$ cat src/hdl/sha1mh_pkg.sv
// Package for the SHA-1 message hasher: sequencer states, initial hash
// values and round constants. No dependencies.
package sha1mh_pkg;

  typedef logic [31:0] word_t;

  typedef enum logic [2:0] {
    ST_IDLE,
    ST_PAD,
    ST_ROUND,
    ST_ADD,
    ST_OUT
  } state_t;

  localparam int NUM_CHAIN = 5;
  localparam int NUM_SCHED = 16;

  localparam word_t IV_WORDS [NUM_CHAIN] = '{
    32'h67452301, 32'hEFCDAB89, 32'h98BADCFE, 32'h10325476, 32'hC3D2E1F0
  };

  localparam word_t K_R0 = 32'h5A827999;
  localparam word_t K_R1 = 32'h6ED9EBA1;
  localparam word_t K_R2 = 32'h8F1BBCDC;
  localparam word_t K_R3 = 32'hCA62C1D6;

  localparam logic [7:0] PAD_MARK   = 8'h80;
  localparam logic [6:0] ROUND_LAST = 7'd79;
  localparam logic [5:0] FILL_LAST  = 6'd63;
  localparam logic [5:0] FILL_LEN   = 6'd56;
  localparam logic [2:0] WORD_LAST  = 3'd4;

endpackage

$ cat src/hdl/sha1_message_hasher.sv
// SHA-1 message hasher: byte packing, padding sequencer and one shared
// round unit with a 16-word rolling schedule. Depends on sha1mh_pkg.
//
// Usage: message bytes enter one word at a time on the in_ channel.
// in_tdata carries the byte, in_tuser[0] says whether the byte is present
// and in_tlast ends the message (a word with tlast and no byte is allowed,
// so empty messages hash too). A byte word is taken while the block is idle.
// Every 64th byte starts a compression (one SHA-1 round per cycle in the
// shared round unit, then the chaining add), and in_tready stays low until
// the chaining add is done.
// After tlast the block appends the padding byte by byte, one per cycle,
// runs one or two more compressions and then presents the digest as five
// 32-bit words on the out_ channel, most significant first, with the word
// position in out_tuser and out_tlast on the fifth.
// in_tready is low until the fifth word is taken; if the receiver stalls,
// the current word simply holds. After the fifth word the state returns to
// the initial hash values and a new message may start.
// Reset (rst_n low, synchronous) loads the initial hash values, clears the
// byte and bit counts and leaves the block idle and ready.
module sha1_message_hasher
  import sha1mh_pkg::*;
(
  input  logic        clk,
  input  logic        rst_n,
  input  logic        in_tvalid,
  output logic        in_tready,
  input  logic [7:0]  in_tdata,   // [7:0] data_byte
  input  logic [0:0]  in_tuser,   // [0] byte_present
  input  logic        in_tlast,   // end_of_message
  output logic        out_tvalid,
  input  logic        out_tready,
  output logic [31:0] out_tdata,  // [31:0] digest_word
  output logic [2:0]  out_tuser,  // [2:0] word_index
  output logic        out_tlast   // last_word
);

  state_t      state_r, state_nxt;
  logic [5:0]  fill_r;
  logic [63:0] bit_cnt_r;
  logic [23:0] acc_r;
  word_t       w_r [NUM_SCHED];
  word_t       rr_r [NUM_CHAIN];
  word_t       chain_r [NUM_CHAIN];
  logic [6:0]  rnd_r;
  logic        finish_r;
  logic        sent80_r;
  logic        lenph_r;
  logic [2:0]  oidx_r;

  logic        in_acc, out_acc;
  logic        put_en;
  logic [7:0]  put_byte;
  logic        block_done;
  logic        len_sel;
  logic [7:0]  len_byte;
  word_t       w_new, w_cur, f_val, k_val, t_val;

  // Length bytes go out big-endian at fill positions 56 to 63.
  assign len_byte = 8'(bit_cnt_r >> {~fill_r[2:0], 3'b000});
  assign len_sel  = sent80_r && (lenph_r || (fill_r == FILL_LEN));

  assign in_acc     = in_tvalid && in_tready;
  assign out_acc    = out_tvalid && out_tready;
  assign block_done = put_en && (fill_r == FILL_LAST);

  // Next state.
  always_comb begin
    state_nxt = state_r;
    case (state_r)
      ST_IDLE: begin
        if (in_acc) begin
          if (block_done) begin
            state_nxt = ST_ROUND;
          end else if (in_tlast) begin
            state_nxt = ST_PAD;
          end
        end
      end
      ST_PAD: begin
        if (block_done) begin
          state_nxt = ST_ROUND;
        end
      end
      ST_ROUND: begin
        if (rnd_r == ROUND_LAST) begin
          state_nxt = ST_ADD;
        end
      end
      ST_ADD: begin
        if (finish_r && lenph_r) begin
          state_nxt = ST_OUT;
        end else if (finish_r) begin
          state_nxt = ST_PAD;
        end else begin
          state_nxt = ST_IDLE;
        end
      end
      ST_OUT: begin
        if (out_acc && (oidx_r == WORD_LAST)) begin
          state_nxt = ST_IDLE;
        end
      end
      default: state_nxt = ST_IDLE;
    endcase
  end

  // Handshake and byte-path controls.
  always_comb begin
    in_tready  = 1'b0;
    out_tvalid = 1'b0;
    put_en     = 1'b0;
    put_byte   = in_tdata;
    case (state_r)
      ST_IDLE: begin
        in_tready = 1'b1;
        put_en    = in_tvalid && in_tuser[0];
      end
      ST_PAD: begin
        put_en = 1'b1;
        if (!sent80_r) begin
          put_byte = PAD_MARK;
        end else if (len_sel) begin
          put_byte = len_byte;
        end else begin
          put_byte = 8'h00;
        end
      end
      ST_OUT: begin
        out_tvalid = 1'b1;
      end
      default: begin
        in_tready = 1'b0;
      end
    endcase
  end

  assign out_tdata = chain_r[oidx_r];
  assign out_tuser = oidx_r;
  assign out_tlast = (oidx_r == WORD_LAST);

  // Shared round unit. The schedule line holds W[t-16..t-1] at taps 0..15.
  assign w_new = {w_r[13][30:0] ^ w_r[8][30:0] ^ w_r[2][30:0] ^ w_r[0][30:0],
                  w_r[13][31] ^ w_r[8][31] ^ w_r[2][31] ^ w_r[0][31]};
  assign w_cur = (rnd_r < 7'd16) ? w_r[0] : w_new;

  always_comb begin
    if (rnd_r < 7'd20) begin
      f_val = (rr_r[1] & rr_r[2]) | (~rr_r[1] & rr_r[3]);
      k_val = K_R0;
    end else if (rnd_r < 7'd40) begin
      f_val = rr_r[1] ^ rr_r[2] ^ rr_r[3];
      k_val = K_R1;
    end else if (rnd_r < 7'd60) begin
      f_val = (rr_r[1] & rr_r[2]) | (rr_r[1] & rr_r[3]) | (rr_r[2] & rr_r[3]);
      k_val = K_R2;
    end else begin
      f_val = rr_r[1] ^ rr_r[2] ^ rr_r[3];
      k_val = K_R3;
    end
  end

  assign t_val = {rr_r[0][26:0], rr_r[0][31:27]} + f_val + rr_r[4] + k_val + w_cur;

  // Datapath without reset: byte accumulator, schedule line, working words.
  always_ff @(posedge clk) begin
    if (put_en) begin
      acc_r <= {acc_r[15:0], put_byte};
    end
    if (put_en && (fill_r[1:0] == 2'b11)) begin
      for (int i = 0; i < NUM_SCHED - 1; i++) begin
        w_r[i] <= w_r[i + 1];
      end
      w_r[NUM_SCHED - 1] <= {acc_r, put_byte};
    end else if (state_r == ST_ROUND) begin
      for (int i = 0; i < NUM_SCHED - 1; i++) begin
        w_r[i] <= w_r[i + 1];
      end
      w_r[NUM_SCHED - 1] <= w_cur;
    end
    if (block_done) begin
      rr_r <= chain_r;
    end else if (state_r == ST_ROUND) begin
      rr_r[0] <= t_val;
      rr_r[1] <= rr_r[0];
      rr_r[2] <= {rr_r[1][1:0], rr_r[1][31:2]};
      rr_r[3] <= rr_r[2];
      rr_r[4] <= rr_r[3];
    end
  end

  // Control state and chaining words.
  always_ff @(posedge clk) begin
    if (!rst_n) begin
      state_r   <= ST_IDLE;
      fill_r    <= '0;
      bit_cnt_r <= '0;
      chain_r   <= IV_WORDS;
      rnd_r     <= '0;
      finish_r  <= 1'b0;
      sent80_r  <= 1'b0;
      lenph_r   <= 1'b0;
      oidx_r    <= '0;
    end else begin
      state_r <= state_nxt;
      if (put_en) begin
        fill_r <= fill_r + 6'd1;
      end
      if (block_done) begin
        rnd_r <= '0;
      end else if (state_r == ST_ROUND) begin
        rnd_r <= (rnd_r == ROUND_LAST) ? 7'd0 : rnd_r + 7'd1;
      end
      if (in_acc) begin
        if (in_tuser[0]) begin
          bit_cnt_r <= bit_cnt_r + 64'd8;
        end
        if (in_tlast) begin
          finish_r <= 1'b1;
        end
      end
      if (state_r == ST_PAD) begin
        if (!sent80_r) begin
          sent80_r <= 1'b1;
        end else if (len_sel) begin
          lenph_r <= 1'b1;
        end
      end
      if (state_r == ST_ADD) begin
        for (int k = 0; k < NUM_CHAIN; k++) begin
          chain_r[k] <= chain_r[k] + rr_r[k];
        end
      end
      if (out_acc) begin
        if (oidx_r == WORD_LAST) begin
          // Start over with a fresh context for the next message.
          chain_r   <= IV_WORDS;
          fill_r    <= '0;
          bit_cnt_r <= '0;
          finish_r  <= 1'b0;
          sent80_r  <= 1'b0;
          lenph_r   <= 1'b0;
          oidx_r    <= '0;
        end else begin
          oidx_r <= oidx_r + 3'd1;
        end
      end
    end
  end

  // The round counter never runs past the last round.
  a_rnd_range: assert property (@(posedge clk) disable iff (!rst_n)
    rnd_r <= ROUND_LAST)
    else $error("round counter out of range");

  // A compression always starts on a fresh, empty block.
  a_round_fill: assert property (@(posedge clk) disable iff (!rst_n)
    (state_r == ST_ROUND) |-> (fill_r == 6'd0))
    else $error("compression running with a partly filled block");

  // The input side and the digest side are never open together.
  a_excl: assert property (@(posedge clk) disable iff (!rst_n)
    !(in_tready && out_tvalid))
    else $error("input ready while digest pending");

  // The length is only appended after the 0x80 marker.
  a_len_order: assert property (@(posedge clk) disable iff (!rst_n)
    lenph_r |-> sent80_r)
    else $error("length bytes before the padding marker");

  // The digest is shown only once the length block has been absorbed.
  a_out_ready: assert property (@(posedge clk) disable iff (!rst_n)
    out_tvalid |-> (finish_r && lenph_r && (fill_r == 6'd0) && (oidx_r <= WORD_LAST)))
    else $error("digest presented before padding completed");

endmodule
$ cat config.mk
export PLATFORM = sky130hd
export DESIGN_NAME = sha1_message_hasher
export DESIGN_NICKNAME = d
export VERILOG_FILES = /design/src/hdl/sha1mh_pkg.sv /design/src/hdl/sha1_message_hasher.sv
export SDC_FILE = /design/constraint.sdc
export NUM_CORES = 2
export LEC_CHECK = 0
export ABC_AREA = 1
export BUFFER_PORTS_ARGS = -buffer_cell sky130_fd_sc_hd__clkbuf_2
export CAP_MARGIN = 20
export CORE_ASPECT_RATIO = 2
export CORE_UTILIZATION = 47
export CTS_CLUSTER_DIAMETER = 120
export CTS_CLUSTER_SIZE = 20
export DETAILED_ROUTE_END_ITERATION = 16
export GPL_TIMING_DRIVEN = 0
export PLACE_DENSITY_LB_ADDON = 0.15
export SLEW_MARGIN = 0
export SYNTH_ARGS = -nofsm -noshare
export SYNTH_HDL_FRONTEND = slang
export SYNTH_SLANG_ARGS = --single-unit
$ cat constraint.sdc
create_clock -name clk -period 34.5 [get_ports clk]
set_clock_uncertainty 0.2 [all_clocks]
set_input_delay 0 -clock clk [delete_from_list [all_inputs] [get_ports clk]]
set_output_delay 0 -clock clk [all_outputs]
set_load 0.02 [all_outputs]
# == Word level (Yosys, flattened, before mapping) ==
# Memories as Yosys holds them, arrays and structs flattened.
# Cells that the tools add are included.
# word_totals
ff_bits,430
mem_bits_rw,512
inputBits,14
output_inout_bits,38
word_cells,173
n_memories,1
# mem_list
name,depth,width,read_ports,rd_clocked_by_memory_dff,write_ports,line,text
w_r,16,32,16,0,16,sha1_message_hasher.sv:41,word_t w_r [NUM_SCHED];
# op_classes
addsub,13
n_lt_le_gt_ge,5
eq_ne,14
shifts,1
mux,72
n_bitwise,35
n_reduce_logical,13
# op_table
op,n
160-bit 2-to-1 mux,5
32-bit 2-to-1 mux,24
32-bit adder,9
64-bit 2-to-1 mux,4
32-bit AND,4
32-bit binary-select mux with 3-bit select,1
32-bit bitwise OR,3
31-bit bitwise XOR,3
"64-bit by 4-bit adder with 64-bit output, second input constant",1
64-bit by 6-bit >> shifter with 8-bit output,1
32-bit bitwise XOR,2
32-bit inverter,1
31-bit 2-to-1 mux,1
3-bit 2-to-1 mux,8
8-bit 2-to-1 mux,3
1-bit 2-to-1 mux,20
6-bit 2-to-1 mux,3
1-bit bitwise OR,16
3-bit one-hot mux with 5 select lines,1
"7-bit by 5-bit less-than comparator with 1-bit output, second input constant",2
"7-bit by 6-bit less-than comparator with 1-bit output, second input constant",2
"6-bit == test, second input constant",2
1-bit logical AND,8
"2-bit inequality test, second input constant",4
21 further kinds,25

# == Depth between registers and ports, before layout ==
# depth
depth_word,12
ltp_mapped,26
ltp_nobuf,26

# == Worst setup path before layout ==
# OpenSTA, ideal clock, no wires.
# synth_path
path_kind,flip-flop to flip-flop
startpoint,register state_r[0]
endpoint,memory w_r[0][0] (netlist name) (enable)
setup_ns,3.679
arrival_time_ns,9.256
t_required_ns,30.621
path_slack_ns,21.366
stages_incl_launch_ff,8
path_buffers,0
cell_sequence,dfxtp_1 -> nor2_2 -> nand2_2 -> nor2_8 -> inv_4 -> nand2_8 -> nand2_4 -> nand2_1
# synth_lines
element,line,text
"start, declared",sha1_message_hasher.sv:37,"state_t state_r, state_nxt;"
"start signal, assigned",sha1_message_hasher.sv:204,state_r <= state_nxt;
"end, declared",sha1_message_hasher.sv:41,

# == Final worst setup path ==
# layout_path
startpoint,register rnd_r[3]
endpoint,"register rr_r[155] (netlist name), data pin"
# layout_between
elab_chain_len,10
word_cells_on_any_way,17
# layout_lines
element,line,text
"start, declared",sha1_message_hasher.sv:44,logic [6:0] rnd_r;
"start signal, assigned",sha1_message_hasher.sv:211,rnd_r <= (rnd_r == ROUND_LAST) ? 7'd0 : rnd_r + 7'd1;
7-bit by 6-bit less-than comparator with 1-bit output,sha1_message_hasher.sv:153,end else if (rnd_r < 7'd60) begin
32-bit 2-to-1 mux,sha1_message_hasher.sv:153,
32-bit 2-to-1 mux,sha1_message_hasher.sv:150,end else if (rnd_r < 7'd40) begin
32-bit 2-to-1 mux,sha1_message_hasher.sv:147,if (rnd_r < 7'd20) begin
32-bit adder (3 in a row),sha1_message_hasher.sv:162,"assign t_val = {rr_r[0][26:0], rr_r[0][31:27]} + f_val + rr_r[4] + k_val + w_cur;"
32-bit adder (*),sha1_message_hasher.sv:162,
160-bit 2-to-1 mux (*),sha1_message_hasher.sv:182,end else if (state_r == ST_ROUND) begin
160-bit 2-to-1 mux (*),sha1_message_hasher.sv:180,if (block_done) begin
"end signal, assigned",sha1_message_hasher.sv:181,rr_r <= chain_r;
"end, declared",sha1_message_hasher.sv:42,word_t rr_r [NUM_CHAIN];
# Mark *: on every way between the ends. The rest lies on a longest branch, timed or not. The select of a mux whose other input is x is not followed.
# A chain may end at the register's enable or synchronous reset.

==> results.txt <==
placed cell areas = 54300 µm²
reg2reg end = rr_r[155]$_DFFE_PP_
Final Hold Fails = 0
critical path's slowest cell = nand2_1
Setup Total Neg Slack = 0 ns
Initial Util = 47.6%
post-detail-place hpwl = 191 mm
first-pass GRT wire length = 342 mm
syn_area_per_cell = 8.98 µm²
Sink Count = 939
gr usage total = 45.6%
placement row count = 171
grt ovf = 0
post-synthesis register bit count = 939
Clock Latency Late Sink = 0.75 ns
crit path cell chain = nor2_1, nor2_1, nand3_1, nand2_1, clkinv_1, buf_2, nand2_1, nand3_1, fa_1, inv_1, fa_1, inv_1, ha_1, nand2_1, nor2_1, nand4_1, o21ai_0, nand3_1, nand3_1, nand2_1, nand3_1, o21ai_1
Post-synth EDFFs = 696
Post-Synth XOR/XNOR Area = 2.81%
Cells after DPL = 7229
FF-to-FF setup slack = 24.77 ns
RSZ-0062 raised after global routing = false
register area share after synthesis = 49.7%
WL/cell = 33.5 µm
CP required = 34.74 ns
f_max = 103 MHz
Max Cap Violations = 0
post-synthesis net count = 6103
slew at the pin with the worst max-slew slack = 1.40 ns
die area = 112000 µm²
Main synth FF type = edfxtp_1
M1 wire length = 74.6 mm
Synth Area in Simple Gates = 17.9%
post-route DRC violation count = 0
crit path launch type = flip-flop
final slew viol count = 0
Hold Path Depth = 6
hold endpoint = bit_cnt_r[49]$_SDFF_PN0_
Worst slew margin = 6.32%
Critical Path Fanout Max = 11
CTS tree = built
Pre-Repair DR Iteration Count = 6
crit path time final = 9.73 ns
uppermost routed layer = met5
cell area after synthesis = 51800 µm²
vias in the first global route = 43912
share of cells above drive strength 1 = 4.56%
met3 WL = 21.2 mm
cts bufs inserted = 52
initial antenna violation count = 37
die extent in y = 471 µm
Synth Instances = 5765
pin count of the biggest net entering global routing = 78
Synth cell types = 56
Setup crit end kind = flip-flop
Die Span X = 237 µm
cell area after layout = 56400 µm²
pwr dens = 36.0 nW/µm²
crit-path leading delay family = simple AND/OR/NAND/NOR gates
post-synthesis compound-gate area fraction = 13.2%
io pins = 52
peak supply drop = 45.6 µV
fin nets = 6278
drt initial violations = 4686
total number of vias = 45837
asr flop ratio synth = 0%
Buffers on Ports = 50
crit path DAT = 9.97 ns
Leak = 22.4 nW
CP Buf/Inv Count = 4
routability congestion estimate = 1.19
synthesized-area fraction occupied by adder cells = 9.64%
Hold Crit Class = in -> reg
clock transition at the registers of the reported paths = 0.10 ns
clk root buf = clkbuf_16
Max Root-Sink Buffers = 3
Routed Antenna Nets = 0
mux share of post-synthesis cell area = 0%
leading cell type in the layout, fill and taps excluded = nand2_1
area delta synth->final = 8.91%
core box area = 109000 µm²
reg2reg path depth = 22
largest family of logic cells by synthesized area = simple AND/OR/NAND/NOR gates
number of vias per cell = 6.18
H-tree levels = 2
Non-Filler Instances = 7411
most frequent cells in the layout = nand2_1, inv_1, edfxtp_1, o21ai_0, nor2_1
Yosys warnings = 0
worst hold start = in_tuser
Crit Path Category = reg -> reg
Worst path most repeated cell = nand3_1
status = finished, final reports clean
Met2 Routed Length = 116 mm
Reg-to-Reg Start = rnd_r[3]$_SDFFE_PP0P_
Critical Path Max Stage Delay = 1.10 ns
Tcrit/Tclk final = 28.2%
CTS resizes = 0
final setup fails = 0
Detailed Route WL = 248 mm
==> cell families after synthesis <==
group	after synthesis
simple gates	2167
compound gates	1257
flops	939
buf+inv	912
fa+ha+maj	324
xor+xnor	166
==> Yosys cell counts, types with 4 or more instances <==
master	instances	share of area [%]
o221ai_1	14	0.24
and3_1	4	0.048
ha_1	199	4.8
nor2_4	7	0.15
buf_2	35	0.34
nor3_1	67	0.65
o22ai_1	8	0.097
o21bai_1	24	0.35
a31oi_1	17	0.21
clkinv_1	6	0.043
a21boi_0	18	0.26
a21oi_1	457	4.4
xnor2_1	118	2.0
edfxtp_1	696	40
o311ai_0	4	0.068
nor3b_1	7	0.10
nor2_1	462	3.3
o211ai_1	80	1.2
nand2_4	5	0.11
nor3_2	5	0.097
a211oi_1	10	0.14
dfxtp_1	243	9.4
nand3b_1	13	0.19
inv_2	5	0.036
inv_1	749	5.4
nand4_1	80	0.97
nor2_8	4	0.15
nand3_1	322	3.1
a21o_1	18	0.26
xor2_1	48	0.81
fa_1	125	4.8
o21ai_0	576	5.6
buf_1	8	0.058
nand2_1	1145	8.3
or2_2	23	0.28
clkbuf_1	105	0.76
o21a_1	13	0.19
nor4_1	12	0.14
o21ai_1	7	0.068
==> area by class of cell <==
class / instances / area [µm²]
diodes: 43 / 108
plain buffers: 150 / 629
clock buffers: 96 / 1490
clock inverters: 2 / 40.0
fillers: 10372 / 52500
inverters: 762 / 2870
multi-input cells: 3914 / 22600
flip-flops and latches: 939 / 25800
well taps: 1384 / 1730
repair buffers: 121 / 1210
==> repair_timing <==
item | 4_1_cts | 5_1_grt
buffers inserted | 0 | 0
endpoints found under the hold margin | 73 | 0
hold buffers | 20 | 0
==> layer usage <==
metal,vias up,GRT usage [%]
met4,12,52.7
met2,2722,73.0
li1,19959,-
met3,1341,15.2
met1,21803,42.6
met5,-,0.0878
==> power by group <==
group | total [W] | internal, W | switching, W
registers | 0.00124 | 0.00122 | 0.0000122
clock network | 0.000698 | 0.000295 | 0.000403
logic | 0.0000951 | 0.0000266 | 0.0000685
==> metrics by stage <==
stage	setup slack [ns]	hold slack (ns)	power [W]	util [%]
4_1_cts	26.28	0.0628	0.00203	51.4
3_5_place_dp	26.30	0.0697	0.00135	49.9
5_1_grt	24.75	0.128	0.00207	51.7
2_1_floorplan	21.37	-0.0616	0.00132	-
6_report	24.77	0.0722	0.00203	51.8
3_3_place_gp	17.07	0.0633	0.00136	49.4
==> worst register-to-register path: stages (launching register included) <==
cell	delay, ns
dfxtp_1	0.45
nor2_1	0.08
nor2_1	0.14
nand3_1	0.96
nand2_1	1.10
clkinv_1	1.05
buf_2	0.65
nand2_1	0.14
nand3_1	0.47
fa_1	0.72
inv_1	0.05
fa_1	0.49
inv_1	0.04
ha_1	0.38
nand2_1	0.13
nor2_1	0.48
nand4_1	0.14
o21ai_0	0.94
nand3_1	0.38
nand3_1	0.17
nand2_1	0.06
nand3_1	0.09
o21ai_1	0.10
==> worst max path at each step <==
stage                                        from               endpoint  slack [ns]  cells after the start
final                       rnd_r[3]$_SDFFE_PP0P_    rr_r[155]$_DFFE_PP_       24.77                     22
after floorplan           state_r[0]$_SDFFE_PN0P_    w_r[0][0]$_DFFE_PP_       21.37                      7
after global routing        rnd_r[4]$_SDFFE_PP0P_    rr_r[159]$_DFFE_PP_       24.75                     22
after global placement    state_r[0]$_SDFFE_PN0P_  w_r[0][213]$_DFFE_PP_       17.07                      7
after detailed placement    rnd_r[6]$_SDFFE_PP0P_    rr_r[155]$_DFFE_PP_       26.30                     21
after CTS                   rnd_r[6]$_SDFFE_PP0P_    rr_r[155]$_DFFE_PP_       26.28                     21
==> registers in the layout, summed over array words and instances (netlist names), 6 cells and up <==
| register | count |
|---|---|
| rnd_r | 7 |
| acc_r | 24 |
| bit_cnt_r | 61 |
| w_r | 512 |
| fill_r | 6 |
| chain_r | 160 |
| rr_r | 160 |
Note: power is estimated with default switching activity, not from simulation.
